$ cat config.mk
export PLATFORM = sky130hd
export DESIGN_NAME = rank_normalize_sorter_flat
export DESIGN_NICKNAME = d
export VERILOG_FILES = /design/src/design/rns_pkg.sv /design/src/design/rns_in_if.sv /design/src/design/rns_out_if.sv /design/src/design/rns_div.sv /design/src/design/rns_ctrl.sv /design/src/design/rns_dp.sv /design/src/design/rank_normalize_sorter.sv /design/src/flat_wrapper.sv
export SDC_FILE = /design/constraint.sdc
export NUM_CORES = 2
export LEC_CHECK = 0
export BUFFER_PORTS_ARGS = -buffer_cell sky130_fd_sc_hd__buf_2
export CAP_MARGIN = 15
export CORE_ASPECT_RATIO = 1.5
export CORE_MARGIN = 1.5
export CORE_UTILIZATION = 40
export DETAILED_ROUTE_END_ITERATION = 16
export SLEW_MARGIN = 40
export SYNTH_ARGS = -nofsm -noshare
export SYNTH_HDL_FRONTEND = slang
export SYNTH_SLANG_ARGS = --single-unit
$ cat constraint.sdc
create_clock -name clk -period 12.3 [get_ports clk]
set_clock_uncertainty 0.1 [all_clocks]
set_input_delay 2.46 -clock clk [delete_from_list [all_inputs] [get_ports clk]]
set_output_delay 2.46 -clock clk [all_outputs]
set_load 0.05 [all_outputs]
$ cat src/design/rns_pkg.sv
package rns_pkg;

  localparam int DEF_MAX_ITEMS    = 64;
  localparam int DEF_SAMPLE_WIDTH = 32;
  localparam int SCORE_W          = 16;
  localparam int POS_W            = 6;
  // Fraction bits of the score numerator: 2 * 32768.
  localparam int FRAC_W           = 16;

  typedef enum logic [2:0] {
    ST_LOAD,
    ST_RANK,
    ST_READ,
    ST_DIV
  } rns_state_t;

  typedef struct packed {
    logic ld_wr;
    logic absent_load;
    logic rank_start;
    logic emit_rd;
    logic out_load;
    logic group_clear;
  } rns_cmd_t;

  typedef struct packed {
    logic rank_done;
    logic div_done;
    logic emit_last;
    logic out_free;
  } rns_stat_t;

endpackage

$ cat src/design/rns_in_if.sv
interface rns_in_if #(parameter int SAMPLE_WIDTH = 32);
  logic                           valid;
  logic                           ready;
  logic signed [SAMPLE_WIDTH-1:0] sample;
  logic                           last;
  logic                           no_data;

  modport source (output valid, sample, last, no_data, input ready);
  modport sink   (input valid, sample, last, no_data, output ready);
endinterface

$ cat src/design/rns_out_if.sv
interface rns_out_if;
  import rns_pkg::*;
  logic                      valid;
  logic                      ready;
  logic signed [SCORE_W-1:0] rank_score;
  logic [POS_W-1:0]          position;
  logic                      absent;
  logic                      overflow;
  logic                      done_res;

  modport source (output valid, rank_score, position, absent, overflow, done_res,
                  input ready);
  modport sink   (input valid, rank_score, position, absent, overflow, done_res,
                  output ready);
endinterface

$ cat src/design/rns_div.sv
module rns_div #(
  parameter int NUM_W = 24,
  parameter int DEN_W = 9
) (
  input  logic             clk,
  input  logic             rst_n,
  input  logic             start,
  input  logic [NUM_W-1:0] num,
  input  logic [DEN_W-1:0] den,
  output logic             busy,
  output logic [NUM_W-1:0] quo
);
  localparam int CNT_W = $clog2(NUM_W + 1);

  logic [DEN_W-1:0] rem_r, rem_nxt;
  logic [NUM_W-1:0] sh_r, sh_nxt;
  logic [CNT_W-1:0] cnt_r, cnt_nxt;
  logic [DEN_W:0]   trial;
  logic             qbit;

  // Restoring division, one quotient bit per cycle; the quotient shifts in
  // behind the numerator bits as they are consumed.
  always_comb begin
    trial   = {rem_r, sh_r[NUM_W-1]};
    qbit    = (trial >= {1'b0, den});
    rem_nxt = rem_r;
    sh_nxt  = sh_r;
    cnt_nxt = cnt_r;
    if (start) begin
      rem_nxt = '0;
      sh_nxt  = num;
      cnt_nxt = CNT_W'(NUM_W);
    end else if (cnt_r != '0) begin
      rem_nxt = qbit ? DEN_W'(trial - {1'b0, den}) : trial[DEN_W-1:0];
      sh_nxt  = {sh_r[NUM_W-2:0], qbit};
      cnt_nxt = cnt_r - CNT_W'(1);
    end
  end

  always_ff @(posedge clk) begin
    if (!rst_n) begin
      cnt_r <= '0;
    end else begin
      cnt_r <= cnt_nxt;
    end
    rem_r <= rem_nxt;
    sh_r  <= sh_nxt;
  end

  assign busy = (cnt_r != '0);
  assign quo  = sh_r;
endmodule

$ cat src/design/rns_ctrl.sv
module rns_ctrl (
  input  logic              clk,
  input  logic              rst_n,
  input  logic              in_valid,
  input  logic              in_last,
  input  logic              in_no_data,
  output logic              in_ready,
  input  rns_pkg::rns_stat_t stat,
  output rns_pkg::rns_cmd_t  cmd
);
  import rns_pkg::*;

  rns_state_t state_r, state_nxt;

  always_ff @(posedge clk) begin
    if (!rst_n) begin
      state_r <= ST_LOAD;
    end else begin
      state_r <= state_nxt;
    end
  end

  always_comb begin
    state_nxt = state_r;
    cmd       = '0;
    in_ready  = 1'b0;
    unique case (state_r)
      ST_LOAD: begin
        in_ready = stat.out_free;
        if (in_valid && stat.out_free) begin
          if (in_no_data) begin
            cmd.absent_load = 1'b1;
            cmd.group_clear = 1'b1;
          end else begin
            cmd.ld_wr = 1'b1;
            if (in_last) begin
              cmd.rank_start = 1'b1;
              state_nxt      = ST_RANK;
            end
          end
        end
      end
      ST_RANK: begin
        if (stat.rank_done) begin
          state_nxt = ST_READ;
        end
      end
      ST_READ: begin
        cmd.emit_rd = 1'b1;
        state_nxt   = ST_DIV;
      end
      ST_DIV: begin
        if (stat.div_done && stat.out_free) begin
          cmd.out_load = 1'b1;
          if (stat.emit_last) begin
            cmd.group_clear = 1'b1;
            state_nxt       = ST_LOAD;
          end else begin
            state_nxt = ST_READ;
          end
        end
      end
      default: state_nxt = ST_LOAD;
    endcase
  end
endmodule

$ cat src/design/rns_dp.sv
module rns_dp #(
  parameter int MAX_ITEMS    = 64,
  parameter int SAMPLE_WIDTH = 32
) (
  input  logic                                 clk,
  input  logic                                 rst_n,
  input  rns_pkg::rns_cmd_t                    cmd,
  output rns_pkg::rns_stat_t                   stat,
  input  logic signed [SAMPLE_WIDTH-1:0]       in_sample,
  output logic                                 out_valid,
  input  logic                                 out_ready,
  output logic signed [rns_pkg::SCORE_W-1:0]   out_rank_score,
  output logic [rns_pkg::POS_W-1:0]            out_position,
  output logic                                 out_absent,
  output logic                                 out_overflow,
  output logic                                 out_done_res
);
  import rns_pkg::*;

  localparam int CW    = $clog2(MAX_ITEMS + 1);
  localparam int IW    = $clog2(MAX_ITEMS);
  localparam int NUM_W = CW + FRAC_W + 2;
  localparam int DEN_W = CW + 2;

  logic signed [SAMPLE_WIDTH-1:0] store_mem [MAX_ITEMS];
  logic [IW-1:0]                  order_mem [MAX_ITEMS];

  logic [CW-1:0] fill_r, n_m1;
  logic          ovf_r;

  // Rank engine: issue side walks (i, j), compare side counts samples ahead of i.
  logic [CW-1:0]                  iss_i_r, iss_j_r, cmp_i_r, cmp_j_r, cnt_r, rank_w;
  logic                           iss_on_r, cmp_v_r, less;
  logic signed [SAMPLE_WIDTH-1:0] ka_r, kb_r;

  logic [CW-1:0]    r_r;
  logic [IW-1:0]    ord_q_r;
  logic [CW:0]      d_w;
  logic [CW+1:0]    tw_w, mag_w;
  logic             neg_w, neg_r;
  logic [NUM_W-1:0] num_w, quo;
  logic             div_busy;
  logic signed [SCORE_W-1:0] score_w;

  logic                      out_valid_r;
  logic signed [SCORE_W-1:0] score_r;
  logic [POS_W-1:0]          pos_r;
  logic                      absent_r, oflag_r, done_r;

  assign n_m1   = fill_r - CW'(1);
  assign less   = (kb_r < ka_r) || ((kb_r == ka_r) && (cmp_j_r < cmp_i_r));
  assign rank_w = cnt_r + CW'(less);

  always_ff @(posedge clk) begin
    if (cmd.ld_wr && (fill_r != CW'(MAX_ITEMS))) begin
      store_mem[fill_r[IW-1:0]] <= in_sample;
    end
    ka_r <= store_mem[iss_i_r[IW-1:0]];
    kb_r <= store_mem[iss_j_r[IW-1:0]];
  end

  always_ff @(posedge clk) begin
    if (cmp_v_r && (cmp_j_r == n_m1)) begin
      order_mem[rank_w[IW-1:0]] <= cmp_i_r[IW-1:0];
    end
    if (cmd.emit_rd) begin
      ord_q_r <= order_mem[r_r[IW-1:0]];
    end
  end

  always_ff @(posedge clk) begin
    if (!rst_n) begin
      fill_r   <= '0;
      ovf_r    <= 1'b0;
      iss_on_r <= 1'b0;
      cmp_v_r  <= 1'b0;
    end else begin
      if (cmd.group_clear) begin
        fill_r <= '0;
        ovf_r  <= 1'b0;
      end else if (cmd.ld_wr) begin
        if (fill_r != CW'(MAX_ITEMS)) begin
          fill_r <= fill_r + CW'(1);
        end else begin
          ovf_r <= 1'b1;
        end
      end
      cmp_v_r <= iss_on_r;
      if (cmd.rank_start) begin
        iss_on_r <= 1'b1;
      end else if (iss_on_r && (iss_j_r == n_m1) && (iss_i_r == n_m1)) begin
        iss_on_r <= 1'b0;
      end
    end
  end

  always_ff @(posedge clk) begin
    cmp_i_r <= iss_i_r;
    cmp_j_r <= iss_j_r;
    if (cmd.rank_start) begin
      iss_i_r <= '0;
      iss_j_r <= '0;
      cnt_r   <= '0;
      r_r     <= '0;
    end else begin
      if (iss_on_r) begin
        if (iss_j_r == n_m1) begin
          iss_j_r <= '0;
          iss_i_r <= iss_i_r + CW'(1);
        end else begin
          iss_j_r <= iss_j_r + CW'(1);
        end
      end
      if (cmp_v_r) begin
        cnt_r <= (cmp_j_r == n_m1) ? '0 : rank_w;
      end
      if (cmd.out_load) begin
        r_r <= r_r + CW'(1);
      end
    end
    if (cmd.emit_rd) begin
      neg_r <= neg_w;
    end
  end

  // Score numerator |2r-(n+1)| * 65536 + (n+1) over 2(n+1), r 1-based.
  assign d_w   = (CW+1)'(fill_r) + (CW+1)'(1);
  assign tw_w  = {(CW+1)'(r_r) + (CW+1)'(1), 1'b0};
  assign neg_w = (tw_w < {1'b0, d_w});
  assign mag_w = neg_w ? ({1'b0, d_w} - tw_w) : (tw_w - {1'b0, d_w});
  assign num_w = {mag_w, {FRAC_W{1'b0}}} + NUM_W'(d_w);

  rns_div #(.NUM_W(NUM_W), .DEN_W(DEN_W)) u_div (
    .clk   (clk),
    .rst_n (rst_n),
    .start (cmd.emit_rd),
    .num   (num_w),
    .den   ({d_w, 1'b0}),
    .busy  (div_busy),
    .quo   (quo)
  );

  always_comb begin
    if (neg_r) begin
      score_w = (quo > NUM_W'(32768)) ? 16'sh8000 : SCORE_W'(NUM_W'(0) - quo);
    end else begin
      score_w = (quo > NUM_W'(32767)) ? 16'sh7fff : SCORE_W'(quo);
    end
  end

  always_ff @(posedge clk) begin
    if (!rst_n) begin
      out_valid_r <= 1'b0;
    end else if (cmd.out_load || cmd.absent_load) begin
      out_valid_r <= 1'b1;
    end else if (out_ready) begin
      out_valid_r <= 1'b0;
    end
    if (cmd.absent_load) begin
      score_r  <= '0;
      pos_r    <= '0;
      absent_r <= 1'b1;
      oflag_r  <= 1'b0;
      done_r   <= 1'b1;
    end else if (cmd.out_load) begin
      score_r  <= score_w;
      pos_r    <= POS_W'(ord_q_r);
      absent_r <= 1'b0;
      oflag_r  <= ovf_r;
      done_r   <= (r_r == n_m1);
    end
  end

  assign stat.rank_done = !iss_on_r && !cmp_v_r;
  assign stat.div_done  = !div_busy;
  assign stat.emit_last = (r_r == n_m1);
  assign stat.out_free  = !out_valid_r || out_ready;

  assign out_valid      = out_valid_r;
  assign out_rank_score = score_r;
  assign out_position   = pos_r;
  assign out_absent     = absent_r;
  assign out_overflow   = oflag_r;
  assign out_done_res   = done_r;
endmodule

$ cat src/design/rank_normalize_sorter.sv
// Channel   Direction  Payload
// in_chan   sink       sample (signed), last, no_data
// out_chan  source     rank_score (signed Q1.15), position, absent, overflow, done_res
//
// Samples of a group transfer in at one per cycle while the output register is free;
// the group ends on last or no_data. Ranking walks every pair of stored samples
// through two memory read ports. Each result then needs one order-memory read,
// a bit-serial divide and a load into the output register.
// Reset is synchronous and active low; the sample memory needs no clearing pass.
// A stalled result holds in the output register; the next result and new input transfers wait.
module rank_normalize_sorter #(
  parameter int MAX_ITEMS    = rns_pkg::DEF_MAX_ITEMS,
  parameter int SAMPLE_WIDTH = rns_pkg::DEF_SAMPLE_WIDTH
) (
  input  logic     clk,
  input  logic     rst_n,
  rns_in_if.sink   in_chan,
  rns_out_if.source out_chan
);
  import rns_pkg::*;

  rns_cmd_t  cmd;
  rns_stat_t stat;

  // The controller sequences load, rank and emit; it sees only handshake and status.
  rns_ctrl u_ctrl (
    .clk        (clk),
    .rst_n      (rst_n),
    .in_valid   (in_chan.valid),
    .in_last    (in_chan.last),
    .in_no_data (in_chan.no_data),
    .in_ready   (in_chan.ready),
    .stat       (stat),
    .cmd        (cmd)
  );

  // The datapath holds the sample and order memories, the rank counter,
  // the score divider and the output register.
  rns_dp #(
    .MAX_ITEMS    (MAX_ITEMS),
    .SAMPLE_WIDTH (SAMPLE_WIDTH)
  ) u_dp (
    .clk            (clk),
    .rst_n          (rst_n),
    .cmd            (cmd),
    .stat           (stat),
    .in_sample      (in_chan.sample),
    .out_valid      (out_chan.valid),
    .out_ready      (out_chan.ready),
    .out_rank_score (out_chan.rank_score),
    .out_position   (out_chan.position),
    .out_absent     (out_chan.absent),
    .out_overflow   (out_chan.overflow),
    .out_done_res   (out_chan.done_res)
  );
endmodule

$ cat src/flat_wrapper.sv
// flat-port wrapper written by rule: the top's interface ports become plain ports
module rank_normalize_sorter_flat import rns_pkg::*;
#(
  parameter int MAX_ITEMS    = rns_pkg::DEF_MAX_ITEMS,
  parameter int SAMPLE_WIDTH = rns_pkg::DEF_SAMPLE_WIDTH
)
  (clk, rst_n, in_chan_valid, in_chan_sample, in_chan_last, in_chan_no_data, in_chan_ready, out_chan_valid, out_chan_rank_score, out_chan_position, out_chan_absent, out_chan_overflow, out_chan_done_res, out_chan_ready);
  rns_in_if #(.SAMPLE_WIDTH(SAMPLE_WIDTH)) in_chan_i ();
  rns_out_if out_chan_i ();
  input  logic clk;
  input  logic rst_n;
  input wire logic [$bits(in_chan_i.valid)-1:0] in_chan_valid;
  input wire logic [$bits(in_chan_i.sample)-1:0] in_chan_sample;
  input wire logic [$bits(in_chan_i.last)-1:0] in_chan_last;
  input wire logic [$bits(in_chan_i.no_data)-1:0] in_chan_no_data;
  output wire logic [$bits(in_chan_i.ready)-1:0] in_chan_ready;
  output wire logic [$bits(out_chan_i.valid)-1:0] out_chan_valid;
  output wire logic [$bits(out_chan_i.rank_score)-1:0] out_chan_rank_score;
  output wire logic [$bits(out_chan_i.position)-1:0] out_chan_position;
  output wire logic [$bits(out_chan_i.absent)-1:0] out_chan_absent;
  output wire logic [$bits(out_chan_i.overflow)-1:0] out_chan_overflow;
  output wire logic [$bits(out_chan_i.done_res)-1:0] out_chan_done_res;
  input wire logic [$bits(out_chan_i.ready)-1:0] out_chan_ready;
  assign in_chan_i.valid = in_chan_valid;
  assign in_chan_i.sample = in_chan_sample;
  assign in_chan_i.last = in_chan_last;
  assign in_chan_i.no_data = in_chan_no_data;
  assign in_chan_ready = in_chan_i.ready;
  assign out_chan_valid = out_chan_i.valid;
  assign out_chan_rank_score = out_chan_i.rank_score;
  assign out_chan_position = out_chan_i.position;
  assign out_chan_absent = out_chan_i.absent;
  assign out_chan_overflow = out_chan_i.overflow;
  assign out_chan_done_res = out_chan_i.done_res;
  assign out_chan_i.ready = out_chan_ready;
  rank_normalize_sorter #(.MAX_ITEMS(MAX_ITEMS), .SAMPLE_WIDTH(SAMPLE_WIDTH)) u_core (.clk(clk), .rst_n(rst_n), .in_chan(in_chan_i), .out_chan(out_chan_i));
endmodule
==> impl_metrics.ini <==
[logic_synthesis]
synth.largest_area_cell = edfxtp_1
synthFlopType = edfxtp_1
syn_inst = 5753
syn_avg_cell_area_um2 = 20.49
ys_seq_area_frac = 0.6542
yosysUniqueCellTypes = 82
syn-num-nets = 5867
synth_top_cells_by_area = edfxtp_1 63%, mux4_2 26%, dfxtp_1 2.7%
async_reset_ff_frac = 0
synth_seq_cells = 2621
synth_top_area_frac = 0.6276
syn_area_um2 = 117900
synth_edf_count = 2464
yosys_warnings = 0

[sta]
setup_viol = 0
tns_ps = 0
slew-limit-headroom = 0.3907
tightest_slew_ps = 913.9
fin_crit_sh = 0.4736
period_minus_slack_ps = 5826
max_freq_ghz = 0.1717
drv_slew = 0
rsz0062_at_grt = false
hold_viol = 0
holdWs_ps = 301.3

[place]
dp_hpwl_mm = 233.1
port_buffers = 64
placed_area_um2 = 124000
finalWeightedCongestion = 0.9034

[route]
drtAntennaViolNets = 0
drc = 0
wl_per_cell_um = 36.98
dr.pass1.iters = 5
drt_iter0_markers = 7125
viasPerCell = 6.336
num_vias = 63350
drt_wl_total_mm = 369.8

[clocking]
clockBufferDepth = 4
cts.sinks = 2621
cts_inserted_buffers = 242
path_clk_slew_ps = 60
postCtsSetupRepairBufs = 0
holdBufCountCts = 0
cts_max_level = 4
clock_latency_ps = 1000
tritoncts = yes
post_cts_resized = 0
cts-root-buf = clkbuf_16

[global_route]
grt_antenna_before_repair = 24
grt-ovfl-total = 0
grt.total_usage = 0.2474
grt_pass1_wl_mm = 514.8
grt_max_degree = 96
grt_pass1_vias = 65380

[critical_path]
cp_max_fo = 7
cp.required_ps = 9740
cp_common_cell = buf_2
critPathSlowestCell = buf_2
path_cells = buf_2 > nand2b_1 > and2_1 > buf_2
cp-start-kind = input port
cpPeakStageDelay_ps = 290
endpoint_kind = primary output
critPathKind = input port to primary output
cp.arrival_ps = 3270

[power]
switching_share = 0.2912
seqPwrFrac = 0.438
leakage_nw = 39.33
p_clk_frac = 0.319
p_int_w = 0.01671
power.density_nw_per_um2 = 178.6
ir_drop_mv = 0.1227
p_switching_w = 0.006867
combPwrFrac = 0.243
p_total_w = 0.02358

[min_path]
hold_class = flip-flop to flip-flop

[final_layout]
final_common_cell = edfxtp_1
syn_to_final_growth_pct = 11.94
fillers = 24850
nets = 5975
fin_util = 0.4494
stdcell_area_um2 = 132000
final_cell_mix = 2464 x edfxtp_1, 1353 x mux4_2, 247 x clkbuf_16, 174 x nor2_1, 158 x buf_4
drive_gt1_frac = 0.3488

[floorplanning]
rows = 244
die_w_um = 446.3
ioPinCount = 65
die_area_um2 = 298100
core_um2 = 293700
start_util = 0.4014
die_y_um = 667.9

[run]
drv_cap = 0

[run_status]
status = complete, no violations
## per-stage QoR
stage	instances	setup WS, ps
final	9999	6474
after global routing	9997	6381
after CTS	9984	6480
after detailed placement	9543	5732
after global placement	9526	5479
after floorplan	5753	6463
## metal layers
layer | global-route usage | wire length [µm]
met1 | 0.2891 | 127600
met2 | 0.4358 | 193200
met3 | 0.03436 | 24270
met4 | 0.1411 | 24690
met5 | 0 | 17
## worst max-delay path, delay by kind of cell
family                 cells  cell delay [ps]
buffers and inverters      2              360
AND/OR/NAND/NOR            2              440
## power by group through the flow
stage	combinational, W	clock [W]	sequential (W)
floorplan	0.00378	0	0.0105
global placement	0.00563	0	0.0106
detailed placement	0.00571	0	0.0105
CTS	0.00572	0.00763	0.0103
global route	0.00602	0.00792	0.0104
finish	0.00572	0.00753	0.0103
## worst paths after layout
check | from | end | slack (ps) | cells past startpoint
worst max-delay path | out_chan_ready | in_chan_ready | 6470 | 4
worst min register to register | u_core.u_dp.iss_j_r[6]$_SDFFE_PP0P_ | u_core.u_dp.cmp_j_r[6]$_DFF_P_ | 300 | 0
worst min-delay path | u_core.u_dp.iss_j_r[6]$_SDFFE_PP0P_ | u_core.u_dp.cmp_j_r[6]$_DFF_P_ | 300 | 0
worst max register to register | u_core.u_dp.ka_r[11]$_DFF_P_ | u_core.u_dp.order_mem[28][4]$_DFFE_PP_ | 6810 | 13
## layout make-up
| cell class | count | area, µm² | area share |
|---|---|---|---|
| clock buffer | 310 | 6524 | 0.04943 |
| antenna | 5 | 12.51 | 0.00009480 |
| sequential | 2621 | 77190 | 0.5848 |
| inverter | 83 | 316.6 | 0.002399 |
| multi-input combinational | 2645 | 39420 | 0.2987 |
| tap | 3936 | 4925 | 0.03731 |
| clock inverter | 131 | 1174 | 0.008893 |
| timing repair buffer | 268 | 2422 | 0.01835 |
## cell usage after synthesis (21+ instances only)
library cell / n
edfxtp_1: 2464
o21ai_0: 57
dfxtp_1: 157
nor2_1: 240
xor2_1: 21
mux2i_1: 47
nand3_1: 42
buf_1: 125
a22oi_1: 41
inv_1: 78
a21oi_1: 93
and3_1: 22
a211oi_1: 38
or3_1: 22
buf_2: 38
ha_1: 74
nor2b_1: 45
o22ai_1: 81
clkbuf_1: 239
xnor2_1: 46
a31oi_1: 33
mux4_2: 1353
nand2_1: 157
## sequential cells by signal, indices dropped and copies added (netlist names), 9 cells and up
signal / count
u_core.u_dp.ka_r: 32
u_core.u_dp.out_rank_score: 16
u_core.u_dp.u_div.quo: 25
u_core.u_dp.kb_r: 32
u_core.u_dp.store_mem: 2048
u_core.u_dp.u_div.rem_r: 9
u_core.u_dp.order_mem: 384
## cell families (layout without fill, tap and decap cells)
logic type / Yosys count / count (layout) / synth area share
DFF: 2621 / 2621 / 0.6542
muxes: 1412 / 1412 / 0.2636
and+or+nand+nor: 660 / 660 / 0.02784
buffers and inverters: 487 / 792 / 0.01598
AOI/OAI and AO/OA: 417 / 417 / 0.02271
xor gates and xnor gates: 80 / 80 / 0.007461
adders and majority gates: 76 / 76 / 0.008193
other: 0 / 5 / 0
Power figures use the tool's default switching activity.
